[config.mk]
export PLATFORM = sky130hd
export DESIGN_NAME = five_touch_pinch_detector_flat
export DESIGN_NICKNAME = d
export VERILOG_FILES = /design/src/rtl/core/ftpd_pkg.sv /design/src/rtl/core/ftpd_ifs.sv /design/src/rtl/core/ftpd_csr.sv /design/src/rtl/core/ftpd_spread.sv /design/src/rtl/core/ftpd_core.sv /design/src/rtl/core/five_touch_pinch_detector.sv /design/src/flat_wrapper.sv
export SDC_FILE = /design/constraint.sdc
export NUM_CORES = 2
export LEC_CHECK = 0
export BUFFER_PORTS_ARGS = -buffer_cell sky130_fd_sc_hd__buf_2
export CAP_MARGIN = 20
export CORE_UTILIZATION = 60
export CTS_CLUSTER_SIZE = 30
export DETAILED_ROUTE_END_ITERATION = 8
export GPL_TIMING_DRIVEN = 0
export PLACE_DENSITY_LB_ADDON = 0.1
export SYNTH_ARGS = -nofsm -noshare
export SYNTH_HDL_FRONTEND = slang
export SYNTH_HIERARCHICAL = 1
export SYNTH_SLANG_ARGS = --single-unit
[constraint.sdc]
create_clock -name clock -period 21.3 [get_ports clock]
set_input_delay 3.195 -clock clock [delete_from_list [all_inputs] [get_ports clock]]
set_output_delay 3.195 -clock clock [all_outputs]
set_load 0.005 [all_outputs]
[src/rtl/core/ftpd_pkg.sv]
package ftpd_pkg;

   localparam int CMD_W   = 3;
   localparam int SLOT_W  = 4;
   localparam int POS_W   = 16;
   localparam int COUNT_W = 4;
   localparam int STAT_W  = 3;
   localparam int DIR_W   = 2;
   localparam int THR_W   = 16;

   localparam logic [CMD_W-1:0] CMD_DOWN   = 3'd0;
   localparam logic [CMD_W-1:0] CMD_MOTION = 3'd1;
   localparam logic [CMD_W-1:0] CMD_UP     = 3'd2;
   localparam logic [CMD_W-1:0] CMD_FRAME  = 3'd3;
   localparam logic [CMD_W-1:0] CMD_CANCEL = 3'd4;
   localparam logic [CMD_W-1:0] CMD_RESET  = 3'd5;

   localparam logic [STAT_W-1:0] ST_IGNORE = 3'd0;
   localparam logic [STAT_W-1:0] ST_BEGIN  = 3'd1;
   localparam logic [STAT_W-1:0] ST_UPDATE = 3'd2;
   localparam logic [STAT_W-1:0] ST_FINISH = 3'd3;
   localparam logic [STAT_W-1:0] ST_CANCEL = 3'd4;

   localparam logic [DIR_W-1:0] DIR_NONE = 2'd0;
   localparam logic [DIR_W-1:0] DIR_IN   = 2'd1;
   localparam logic [DIR_W-1:0] DIR_OUT  = 2'd2;

   localparam logic [COUNT_W-1:0] COUNT_MAX = 4'd15;

   localparam int CSR_ADDR_W = 3;
   localparam int CSR_DATA_W = 32;
   localparam logic [CSR_ADDR_W-3:0] REG_ZOOM_THRESHOLD = 1'b0;
   localparam logic [THR_W-1:0] ZOOM_THRESHOLD_RESET = 16'd400;

   typedef struct packed {
      logic [CMD_W-1:0]  cmd;
      logic [SLOT_W-1:0] slot;
      logic [POS_W-1:0]  pos_x;
      logic [POS_W-1:0]  pos_y;
   } req_item_type;

   typedef struct packed {
      logic [STAT_W-1:0] status;
      logic [DIR_W-1:0]  last_dir;
      logic [DIR_W-1:0]  total_dir;
   } result_type;

endpackage

[src/rtl/core/ftpd_ifs.sv]
interface ftpd_req_if;
   logic                             valid;
   logic                             ready;
   logic [ftpd_pkg::CMD_W-1:0]       cmd;
   logic [ftpd_pkg::SLOT_W-1:0]      slot;
   logic [ftpd_pkg::POS_W-1:0]       pos_x;
   logic [ftpd_pkg::POS_W-1:0]       pos_y;

   modport source (output valid, cmd, slot, pos_x, pos_y, input ready);
   modport sink (input valid, cmd, slot, pos_x, pos_y, output ready);
endinterface

interface ftpd_rsp_if;
   logic                             valid;
   logic                             ready;
   logic [ftpd_pkg::STAT_W-1:0]      status;
   logic [ftpd_pkg::DIR_W-1:0]       last_dir;
   logic [ftpd_pkg::DIR_W-1:0]       total_dir;

   modport source (output valid, status, last_dir, total_dir, input ready);
   modport sink (input valid, status, last_dir, total_dir, output ready);
endinterface

[src/rtl/core/ftpd_csr.sv]
module ftpd_csr (
   input  logic                              clock,
   input  logic                              reset,
   input  logic                              psel,
   input  logic                              penable,
   input  logic                              pwrite,
   input  logic [ftpd_pkg::CSR_ADDR_W-1:0]   paddr,
   input  logic [ftpd_pkg::CSR_DATA_W-1:0]   pwdata,
   output logic [ftpd_pkg::CSR_DATA_W-1:0]   prdata,
   output logic                              pready,
   output logic [ftpd_pkg::THR_W-1:0]        zoom_threshold
);

   logic [ftpd_pkg::THR_W-1:0] thr_ff;
   logic [ftpd_pkg::THR_W-1:0] thr_in;
   logic                       hit;

   assign pready = 1'b1;
   assign hit    = (paddr[ftpd_pkg::CSR_ADDR_W-1:2] == ftpd_pkg::REG_ZOOM_THRESHOLD);

   always_comb begin
      thr_in = thr_ff;
      if (psel && penable && pwrite && pready && hit) begin
         thr_in = pwdata[ftpd_pkg::THR_W-1:0];
      end
   end

   always_ff @(posedge clock) begin
      if (reset) begin
         thr_ff <= ftpd_pkg::ZOOM_THRESHOLD_RESET;
      end else begin
         thr_ff <= thr_in;
      end
   end

   assign prdata = hit ? ftpd_pkg::CSR_DATA_W'(thr_ff) : '0;
   assign zoom_threshold = thr_ff;

endmodule

[src/rtl/core/ftpd_spread.sv]
module ftpd_spread #(
   parameter int FINGERS    = 5,
   parameter int COORD_BITS = 16,
   parameter int SUM_W      = 19
) (
   input  logic [FINGERS-1:0][2*COORD_BITS-1:0] pts,
   output logic [SUM_W-1:0]                     sum
);

   logic [FINGERS-1:1][SUM_W-1:0] term;

   function automatic logic [COORD_BITS-1:0] abs_diff(input logic [COORD_BITS-1:0] a,
                                                      input logic [COORD_BITS-1:0] b);
      return (a > b) ? (a - b) : (b - a);
   endfunction

   always_comb begin
      for (int i = 1; i < FINGERS; i++) begin
         term[i] = SUM_W'(abs_diff(pts[0][COORD_BITS-1:0], pts[i][COORD_BITS-1:0]))
                 + SUM_W'(abs_diff(pts[0][2*COORD_BITS-1:COORD_BITS],
                                   pts[i][2*COORD_BITS-1:COORD_BITS]));
      end
   end

   always_comb begin
      sum = '0;
      for (int i = 1; i < FINGERS; i++) begin
         sum = sum + term[i];
      end
   end

endmodule

[src/rtl/core/ftpd_core.sv]
module ftpd_core #(
   parameter int FINGERS    = 5,
   parameter int COORD_BITS = 16
) (
   input  logic                          clock,
   input  logic                          reset,
   input  logic                          en,
   input  logic                          item_v,
   input  ftpd_pkg::req_item_type        item,
   input  logic [ftpd_pkg::THR_W-1:0]    zoom_threshold,
   output ftpd_pkg::result_type          res
);

   localparam int PT_W   = 2 * COORD_BITS;
   localparam int SUM_W  = COORD_BITS + $clog2(2 * (FINGERS - 1));
   localparam int LIM_W  = ftpd_pkg::THR_W + $clog2(FINGERS);
   localparam int DIFF_W = ((SUM_W > LIM_W) ? SUM_W : LIM_W) + 1;

   logic [ftpd_pkg::COUNT_W-1:0]  cnt_ff, cnt_in, cnt_up, cnt_dn;
   logic                          canc_ff, canc_in;
   logic                          started_ff, started_in;
   logic [ftpd_pkg::DIR_W-1:0]    dir_ff, dir_in;
   logic [FINGERS-1:0][PT_W-1:0]  start_ff, start_in;
   logic [FINGERS-1:0][PT_W-1:0]  last_ff, last_in;
   logic [FINGERS-1:0][PT_W-1:0]  cur_ff, cur_in;
   logic [SUM_W-1:0]              sum_start_ff, sum_start_in;
   logic [SUM_W-1:0]              sum_last_ff, sum_last_in;
   logic [SUM_W-1:0]              sum_cur_ff, sum_cur_in;
   logic [ftpd_pkg::STAT_W-1:0]   status_ff, status_in;

   logic [PT_W-1:0]               pt;
   logic                          slot_ok;
   logic [DIFF_W-1:0]             lim;
   logic [DIFF_W-1:0]             frame_d, frame_mag;
   logic [DIFF_W-1:0]             total_d, total_mag;

   assign pt      = {COORD_BITS'(item.pos_y), COORD_BITS'(item.pos_x)};
   assign slot_ok = (item.slot < ftpd_pkg::SLOT_W'(FINGERS));
   assign cnt_up  = (cnt_ff == ftpd_pkg::COUNT_MAX) ? cnt_ff : cnt_ff + 1'b1;
   assign cnt_dn  = (cnt_ff == '0) ? cnt_ff : cnt_ff - 1'b1;
   assign lim     = DIFF_W'(zoom_threshold) * DIFF_W'(FINGERS - 1);

   assign frame_d   = DIFF_W'(sum_cur_ff) - DIFF_W'(sum_last_ff);
   assign frame_mag = frame_d[DIFF_W-1] ? -frame_d : frame_d;
   assign total_d   = DIFF_W'(sum_cur_ff) - DIFF_W'(sum_start_ff);
   assign total_mag = total_d[DIFF_W-1] ? -total_d : total_d;

   always_comb begin
      cnt_in     = cnt_ff;
      canc_in    = canc_ff;
      started_in = started_ff;
      dir_in     = dir_ff;
      start_in   = start_ff;
      last_in    = last_ff;
      cur_in     = cur_ff;
      status_in  = ftpd_pkg::ST_IGNORE;
      unique case (item.cmd)
         ftpd_pkg::CMD_DOWN: begin
            cnt_in = cnt_up;
            if (!canc_ff) begin
               if ((cnt_up <= ftpd_pkg::COUNT_W'(FINGERS)) && slot_ok) begin
                  for (int i = 0; i < FINGERS; i++) begin
                     if (item.slot == ftpd_pkg::SLOT_W'(i)) begin
                        start_in[i] = pt;
                     end
                  end
               end
               if (cnt_up == ftpd_pkg::COUNT_W'(FINGERS)) begin
                  started_in = 1'b1;
                  last_in    = start_in;
                  cur_in     = start_in;
                  status_in  = ftpd_pkg::ST_BEGIN;
               end else if (cnt_up > ftpd_pkg::COUNT_W'(FINGERS)) begin
                  canc_in   = 1'b1;
                  status_in = ftpd_pkg::ST_CANCEL;
               end
            end
         end
         ftpd_pkg::CMD_MOTION: begin
            if (!canc_ff && started_ff && slot_ok) begin
               for (int i = 0; i < FINGERS; i++) begin
                  if (item.slot == ftpd_pkg::SLOT_W'(i)) begin
                     cur_in[i] = pt;
                  end
               end
            end
         end
         ftpd_pkg::CMD_UP: begin
            cnt_in = cnt_dn;
            if (cnt_dn == '0) begin
               if (!canc_ff && started_ff && (dir_ff != ftpd_pkg::DIR_NONE)) begin
                  status_in = ftpd_pkg::ST_FINISH;
               end else begin
                  canc_in    = 1'b0;
                  started_in = 1'b0;
                  dir_in     = ftpd_pkg::DIR_NONE;
                  start_in   = '0;
                  last_in    = '0;
                  cur_in     = '0;
               end
            end
         end
         ftpd_pkg::CMD_FRAME: begin
            if (!canc_ff && started_ff && (frame_mag >= lim)) begin
               last_in   = cur_ff;
               dir_in    = (!frame_d[DIFF_W-1] && (frame_d != '0)) ?
                           ftpd_pkg::DIR_IN : ftpd_pkg::DIR_OUT;
               status_in = ftpd_pkg::ST_UPDATE;
            end
         end
         ftpd_pkg::CMD_CANCEL: begin
            canc_in   = 1'b1;
            status_in = ftpd_pkg::ST_CANCEL;
         end
         ftpd_pkg::CMD_RESET: begin
            canc_in    = 1'b0;
            started_in = 1'b0;
            dir_in     = ftpd_pkg::DIR_NONE;
            start_in   = '0;
            last_in    = '0;
            cur_in     = '0;
         end
         default: begin
         end
      endcase
   end

   ftpd_spread #(.FINGERS(FINGERS), .COORD_BITS(COORD_BITS), .SUM_W(SUM_W)) u_spread_start (
      .pts (start_in),
      .sum (sum_start_in)
   );

   ftpd_spread #(.FINGERS(FINGERS), .COORD_BITS(COORD_BITS), .SUM_W(SUM_W)) u_spread_last (
      .pts (last_in),
      .sum (sum_last_in)
   );

   ftpd_spread #(.FINGERS(FINGERS), .COORD_BITS(COORD_BITS), .SUM_W(SUM_W)) u_spread_cur (
      .pts (cur_in),
      .sum (sum_cur_in)
   );

   always_ff @(posedge clock) begin
      if (reset) begin
         cnt_ff       <= '0;
         canc_ff      <= 1'b0;
         started_ff   <= 1'b0;
         dir_ff       <= ftpd_pkg::DIR_NONE;
         start_ff     <= '0;
         last_ff      <= '0;
         cur_ff       <= '0;
         sum_start_ff <= '0;
         sum_last_ff  <= '0;
         sum_cur_ff   <= '0;
      end else if (en && item_v) begin
         cnt_ff       <= cnt_in;
         canc_ff      <= canc_in;
         started_ff   <= started_in;
         dir_ff       <= dir_in;
         start_ff     <= start_in;
         last_ff      <= last_in;
         cur_ff       <= cur_in;
         sum_start_ff <= sum_start_in;
         sum_last_ff  <= sum_last_in;
         sum_cur_ff   <= sum_cur_in;
      end
   end

   always_ff @(posedge clock) begin
      if (en) begin
         status_ff <= status_in;
      end
   end

   always_comb begin
      res.status   = status_ff;
      res.last_dir = dir_ff;
      if (!total_d[DIFF_W-1] && (total_mag > lim)) begin
         res.total_dir = ftpd_pkg::DIR_IN;
      end else if (total_d[DIFF_W-1] && (total_mag > lim)) begin
         res.total_dir = ftpd_pkg::DIR_OUT;
      end else begin
         res.total_dir = ftpd_pkg::DIR_NONE;
      end
   end

   a_idle_no_dir: assert property (@(posedge clock) disable iff (reset)
      !started_ff |-> (dir_ff == ftpd_pkg::DIR_NONE))
      else $error("direction set without an active gesture");

   a_idle_points_clear: assert property (@(posedge clock) disable iff (reset)
      !started_ff |-> ((sum_cur_ff == '0) && (sum_last_ff == '0)))
      else $error("tracking points nonzero without an active gesture");

endmodule

[src/rtl/core/five_touch_pinch_detector.sv]
// Five-finger pinch detector. Each touch event transaction on req yields exactly one
// result transaction on rsp, in order. The block accepts one event per clock cycle
// when rsp is not stalled; a result passes through the input register, the gesture
// state register and the result register after its event is accepted. The critical path is
// the update of the stored points followed by the Manhattan spread sum over FINGERS
// points. zoom_threshold sits at byte address 0 of the APB port and resets to 400.
module five_touch_pinch_detector #(
   parameter int FINGERS    = 5,
   parameter int COORD_BITS = 16
) (
   input  logic                              clock,
   input  logic                              reset,
   ftpd_req_if.sink                          req,
   ftpd_rsp_if.source                        rsp,
   input  logic                              psel,
   input  logic                              penable,
   input  logic                              pwrite,
   input  logic [ftpd_pkg::CSR_ADDR_W-1:0]   paddr,
   input  logic [ftpd_pkg::CSR_DATA_W-1:0]   pwdata,
   output logic [ftpd_pkg::CSR_DATA_W-1:0]   prdata,
   output logic                              pready
);

   logic                       en;
   logic                       a_v_ff, a_v_in;
   ftpd_pkg::req_item_type     a_item_ff;
   logic                       b_v_ff, b_v_in;
   logic                       c_v_ff, c_v_in;
   ftpd_pkg::result_type       c_res_ff;
   ftpd_pkg::result_type       core_res;
   logic [ftpd_pkg::THR_W-1:0] zoom_threshold;
   logic                       req_take;

   ftpd_csr u_csr (
      .clock          (clock),
      .reset          (reset),
      .psel           (psel),
      .penable        (penable),
      .pwrite         (pwrite),
      .paddr          (paddr),
      .pwdata         (pwdata),
      .prdata         (prdata),
      .pready         (pready),
      .zoom_threshold (zoom_threshold)
   );

   assign en        = !c_v_ff || rsp.ready;
   assign req.ready = en || !a_v_ff;
   assign req_take  = req.valid && req.ready;

   always_comb begin
      a_v_in = a_v_ff;
      if (req_take) begin
         a_v_in = 1'b1;
      end else if (en) begin
         a_v_in = 1'b0;
      end
      b_v_in = en ? a_v_ff : b_v_ff;
      c_v_in = en ? b_v_ff : c_v_ff;
   end

   always_ff @(posedge clock) begin
      if (reset) begin
         a_v_ff <= 1'b0;
         b_v_ff <= 1'b0;
         c_v_ff <= 1'b0;
      end else begin
         a_v_ff <= a_v_in;
         b_v_ff <= b_v_in;
         c_v_ff <= c_v_in;
      end
   end

   always_ff @(posedge clock) begin
      if (req_take) begin
         a_item_ff.cmd   <= req.cmd;
         a_item_ff.slot  <= req.slot;
         a_item_ff.pos_x <= req.pos_x;
         a_item_ff.pos_y <= req.pos_y;
      end
      if (en) begin
         c_res_ff <= core_res;
      end
   end

   ftpd_core #(.FINGERS(FINGERS), .COORD_BITS(COORD_BITS)) u_core (
      .clock          (clock),
      .reset          (reset),
      .en             (en),
      .item_v         (a_v_ff),
      .item           (a_item_ff),
      .zoom_threshold (zoom_threshold),
      .res            (core_res)
   );

   assign rsp.valid     = c_v_ff;
   assign rsp.status    = c_res_ff.status;
   assign rsp.last_dir  = c_res_ff.last_dir;
   assign rsp.total_dir = c_res_ff.total_dir;

   a_finish_has_dir: assert property (@(posedge clock) disable iff (reset)
      (rsp.valid && (rsp.status == ftpd_pkg::ST_FINISH)) |-> (rsp.last_dir != ftpd_pkg::DIR_NONE))
      else $error("finished gesture reported with no direction");

   a_update_has_dir: assert property (@(posedge clock) disable iff (reset)
      (rsp.valid && (rsp.status == ftpd_pkg::ST_UPDATE)) |-> (rsp.last_dir != ftpd_pkg::DIR_NONE))
      else $error("update reported with no direction");

   a_begin_no_total: assert property (@(posedge clock) disable iff (reset)
      (rsp.valid && (rsp.status == ftpd_pkg::ST_BEGIN)) |-> (rsp.total_dir == ftpd_pkg::DIR_NONE))
      else $error("gesture begun with nonzero total direction");

endmodule

[src/flat_wrapper.sv]
// flat-port wrapper written by rule: the top's interface ports become plain ports
module five_touch_pinch_detector_flat 
#(
   parameter int FINGERS    = 5,
   parameter int COORD_BITS = 16
)
  (clock, reset, psel, penable, pwrite, paddr, pwdata, prdata, pready, req_valid, req_cmd, req_slot, req_pos_x, req_pos_y, req_ready, rsp_valid, rsp_status, rsp_last_dir, rsp_total_dir, rsp_ready);
  ftpd_req_if req_i ();
  ftpd_rsp_if rsp_i ();
  input  logic clock;
  input  logic reset;
  input  logic psel;
  input  logic penable;
  input  logic pwrite;
  input  logic [ftpd_pkg::CSR_ADDR_W-1:0] paddr;
  input  logic [ftpd_pkg::CSR_DATA_W-1:0] pwdata;
  output logic [ftpd_pkg::CSR_DATA_W-1:0] prdata;
  output logic pready;
  input wire logic [$bits(req_i.valid)-1:0] req_valid;
  input wire logic [$bits(req_i.cmd)-1:0] req_cmd;
  input wire logic [$bits(req_i.slot)-1:0] req_slot;
  input wire logic [$bits(req_i.pos_x)-1:0] req_pos_x;
  input wire logic [$bits(req_i.pos_y)-1:0] req_pos_y;
  output wire logic [$bits(req_i.ready)-1:0] req_ready;
  output wire logic [$bits(rsp_i.valid)-1:0] rsp_valid;
  output wire logic [$bits(rsp_i.status)-1:0] rsp_status;
  output wire logic [$bits(rsp_i.last_dir)-1:0] rsp_last_dir;
  output wire logic [$bits(rsp_i.total_dir)-1:0] rsp_total_dir;
  input wire logic [$bits(rsp_i.ready)-1:0] rsp_ready;
  assign req_i.valid = req_valid;
  assign req_i.cmd = req_cmd;
  assign req_i.slot = req_slot;
  assign req_i.pos_x = req_pos_x;
  assign req_i.pos_y = req_pos_y;
  assign req_ready = req_i.ready;
  assign rsp_valid = rsp_i.valid;
  assign rsp_status = rsp_i.status;
  assign rsp_last_dir = rsp_i.last_dir;
  assign rsp_total_dir = rsp_i.total_dir;
  assign rsp_i.ready = rsp_ready;
  five_touch_pinch_detector #(.FINGERS(FINGERS), .COORD_BITS(COORD_BITS)) u_core (.clock(clock), .reset(reset), .req(req_i), .rsp(rsp_i), .psel(psel), .penable(penable), .pwrite(pwrite), .paddr(paddr), .pwdata(pwdata), .prdata(prdata), .pready(pready));
endmodule
==> results.sh <==
export IMPL_max_freq_mhz=63.55
export IMPL_dieArea_mm2=0.1295
export IMPL_ys_async_sr_fraction_pct=0
export IMPL_hold_class="reg -> reg"
export IMPL_worstHoldPathCells=0
export IMPL_synth_warning_count=6
export IMPL_cp_slowest_stage_delay_ns=0.78
export IMPL_status="complete, but fails checks"
export IMPL_place_hpwl_um=302200
export IMPL_r2r_cells=58
export IMPL_grt_pass1_vias=75670
export IMPL_io_buffers=87
export IMPL_viasPerCell=6.980
export IMPL_min_period_ns=15.74
export IMPL_tns_ns=0
export IMPL_ys_flop_type="dfxtp_1"
export IMPL_die_w_um=359.9
export IMPL_total_leakage_power_nw=35.02
export IMPL_coreArea_mm2=0.1264
export IMPL_clkLatencyLatePin_ns=0.74
export IMPL_path_max_fanout=10
export IMPL_synth_top_area_share_pct=14.69
export IMPL_remaining_drc_errors=114
export IMPL_peakVddDrop_uv=202.1
export IMPL_synth_area_top_cells="dfxtp_1 (15%), ha_1 (14%), fa_1 (8.7%)"
export IMPL_ioPinCount=123
export IMPL_nets=11310
export IMPL_slew_headroom_pct=-11.39
export IMPL_via_count=81950
export IMPL_path_buf_inv=10
export IMPL_worstMarginPinSlew_ns=1.671
export IMPL_arrival_ns=16.27
export IMPL_cts_root_buf="clkbuf_16"
export IMPL_synth_seq_cells=613
export IMPL_place_gp_congestion=1.172
export IMPL_yosysTopAreaCell="dfxtp_1"
export IMPL_cpLargestDelayFamily="compound AO/OA/AOI/OAI gates"
export IMPL_overflow=0
export IMPL_synthesis_area_mm2=0.07686
export IMPL_worstHoldEndpoint="u_core/rsp.status[2]"
export IMPL_grt_first_pass_wirelength_um=521700
export IMPL_rsz0062_at_grt="false"
export IMPL_synthDistinctLibCells=111
export IMPL_p_per_area_mw_per_mm2=78.89
export IMPL_path_clk_slew_ns=0.06
export IMPL_postRouteAntennaNets=0
export IMPL_drive_gt1_share_pct=6.219
export IMPL_grt_total_usage_pct=55.55
export IMPL_cts_tree="yes"
export IMPL_r2r_setup_slack_ns=5.56
export IMPL_synth_edf_count=49
export IMPL_slowest_stage="xnor2_1"
export IMPL_wirelength_um=373500
export IMPL_clk_path_buf_depth=3
export IMPL_place_area_mm2=0.07980
export IMPL_syn_inst=9775
export IMPL_hold_viol_final=0
export IMPL_synth_top_cells_by_count="inv_1 (1217), a21oi_1 (985), nand2_1 (963)"
export IMPL_drv_cap=0
export IMPL_violations="design-rule violations, max-slew violations"
export IMPL_syn_area_per_cell_um2=7.863
export IMPL_die_height_um=359.9
export IMPL_synth_seq_area_share_pct=16.60
export IMPL_drt_pass1_iter_count=9
export IMPL_slew_viol_final=6
export IMPL_post_cts_buffers=0
export IMPL_rr_endpoint="u_core/u_core/sum_last_ff[18]"
export IMPL_cts_resized=0
export IMPL_finalCritPeriodShare_pct=73.88
export IMPL_grt_start_max_net_pins=40
export IMPL_antenna_found_initial=18
export IMPL_cts_htree_levels=3
export IMPL_area_growth_pct=7.651
export IMPL_start_util_pct=60.82
export IMPL_holdBufCountCts=0
export IMPL_cts_buffers=76
export IMPL_final_setup_viol_count=0
export IMPL_required_ns=21.83
export IMPL_cp_end_kind="register"
export IMPL_clock_skew_ns=0.04857
export IMPL_final_area_mm2=0.08274
export IMPL_utilization_pct=65.47
export IMPL_drt_iter0_markers=14440
export IMPL_worstHoldStart="u_core/u_core/status_ff[2]"
export IMPL_clkSinkCount=613
export IMPL_critPathLaunchType="register"
export IMPL_post_drt_wl_per_cell_um=31.81
export IMPL_startpoint="u_core/u_core/sum_cur_ff[0]"
export IMPL_critical_path_class="reg -> reg"
export IMPL_rows=130
export IMPL_synth_most_common_cell="inv_1"
export IMPL_rr_startpoint="u_core/u_core/sum_cur_ff[0]"
metal layers:
| layer | part of all wire [%] | GRT usage, % | wire length [um] | vias up |
|---|---|---|---|---|
| li1 | - | - | - | 34860 |
| met1 | 33 | 60.45 | 123700 | 38510 |
| met2 | 39 | 77.50 | 145900 | 6639 |
| met3 | 15 | 26.08 | 56420 | 1924 |
| met4 | 13 | 55.83 | 47240 | 16 |
| met5 | 0.068 | 1.258 | 254 | - |
cells by family after synthesis:
family	count (synthesis)	share of synthesized area, %
xor gates and xnor gates	428	4.877
adders and majority gates	1211	22.99
buffers and inverters	1822	9.409
muxes	450	5.997
AOI/OAI and AO/OA	3052	27.13
other	2	0.009771
DFF	613	16.60
and+or+nand+nor	2197	12.99
report_power, final:
| group | switching [mW] | internal [mW] |
|---|---|---|
| Sequential | 0.0714 | 1.20 |
| Combinational | 2.42 | 1.41 |
| Clock | 0.604 | 0.826 |
| Total | 3.09 | 3.43 |
cells in the final DEF, fill, tap and decap left out, types with 147 or more instances in the layout:
cell	count
a21oi_1	983
nand2_1	963
xnor2_1	278
a21o_1	319
buf_2	222
xor2_1	147
o2bb2ai_1	147
fa_1	335
ha_1	876
o21ai_0	402
dfxtp_1	564
mux2i_1	369
inv_1	1217
nor2_1	486
clkbuf_1	418
sequential cells by signal, indices dropped and copies added (netlist names):
register and count:
u_core/a_item_ff 39, u_core/a_v_ff 1, u_core/b_v_ff 1, u_core/rsp.last_dir 2, u_core/rsp.status 3, u_core/rsp.total_dir 2
u_core/rsp.valid 1, u_core/u_core/canc_ff 1, u_core/u_core/cnt_ff 4, u_core/u_core/cur_ff 160, u_core/u_core/dir_ff 2, u_core/u_core/last_ff 160
u_core/u_core/start_ff 160, u_core/u_core/started_ff 1, u_core/u_core/status_ff 3, u_core/u_core/sum_cur_ff 19, u_core/u_core/sum_last_ff 19, u_core/u_core/sum_start_ff 19
u_core/u_csr/zoom_threshold 16
stage by stage:
stage	cells	power, mW	hold WS [ns]	setup WS, ns
4_1_cts	11710	6.349	0.4344	6.113
2_1_floorplan	9790	3.789	0.4003	8.612
5_1_grt	11730	6.772	0.4388	5.131
3_3_place_gp	11530	4.783	0.4016	4.757
3_5_place_dp	11570	4.936	0.4090	6.194
6_report	11740	6.528	0.4282	5.564
final cells by class:
type,instances,area (um2)
diodes,9,22.52
plain buffers,604,2664
clock buffers,101,2138
clock inverters,38,534.3
fillers,11090,43640
inverters,1218,4572
multi-input cells,7355,56980
flip-flops and latches,613,12760
well taps,1650,2064
repair buffers,153,1005
worst max-delay path by stage:
stage                                    end  cells after the start
2_1_floorplan  u_core/u_core/sum_last_ff[16]                     54
3_3_place_gp   u_core/u_core/sum_last_ff[18]                     52
3_5_place_dp   u_core/u_core/sum_last_ff[18]                     58
4_1_cts        u_core/u_core/sum_last_ff[18]                     58
5_1_grt        u_core/u_core/sum_last_ff[16]                     59
6_report       u_core/u_core/sum_last_ff[18]                     58
No activity file was read; power rests on OpenSTA's default activity.
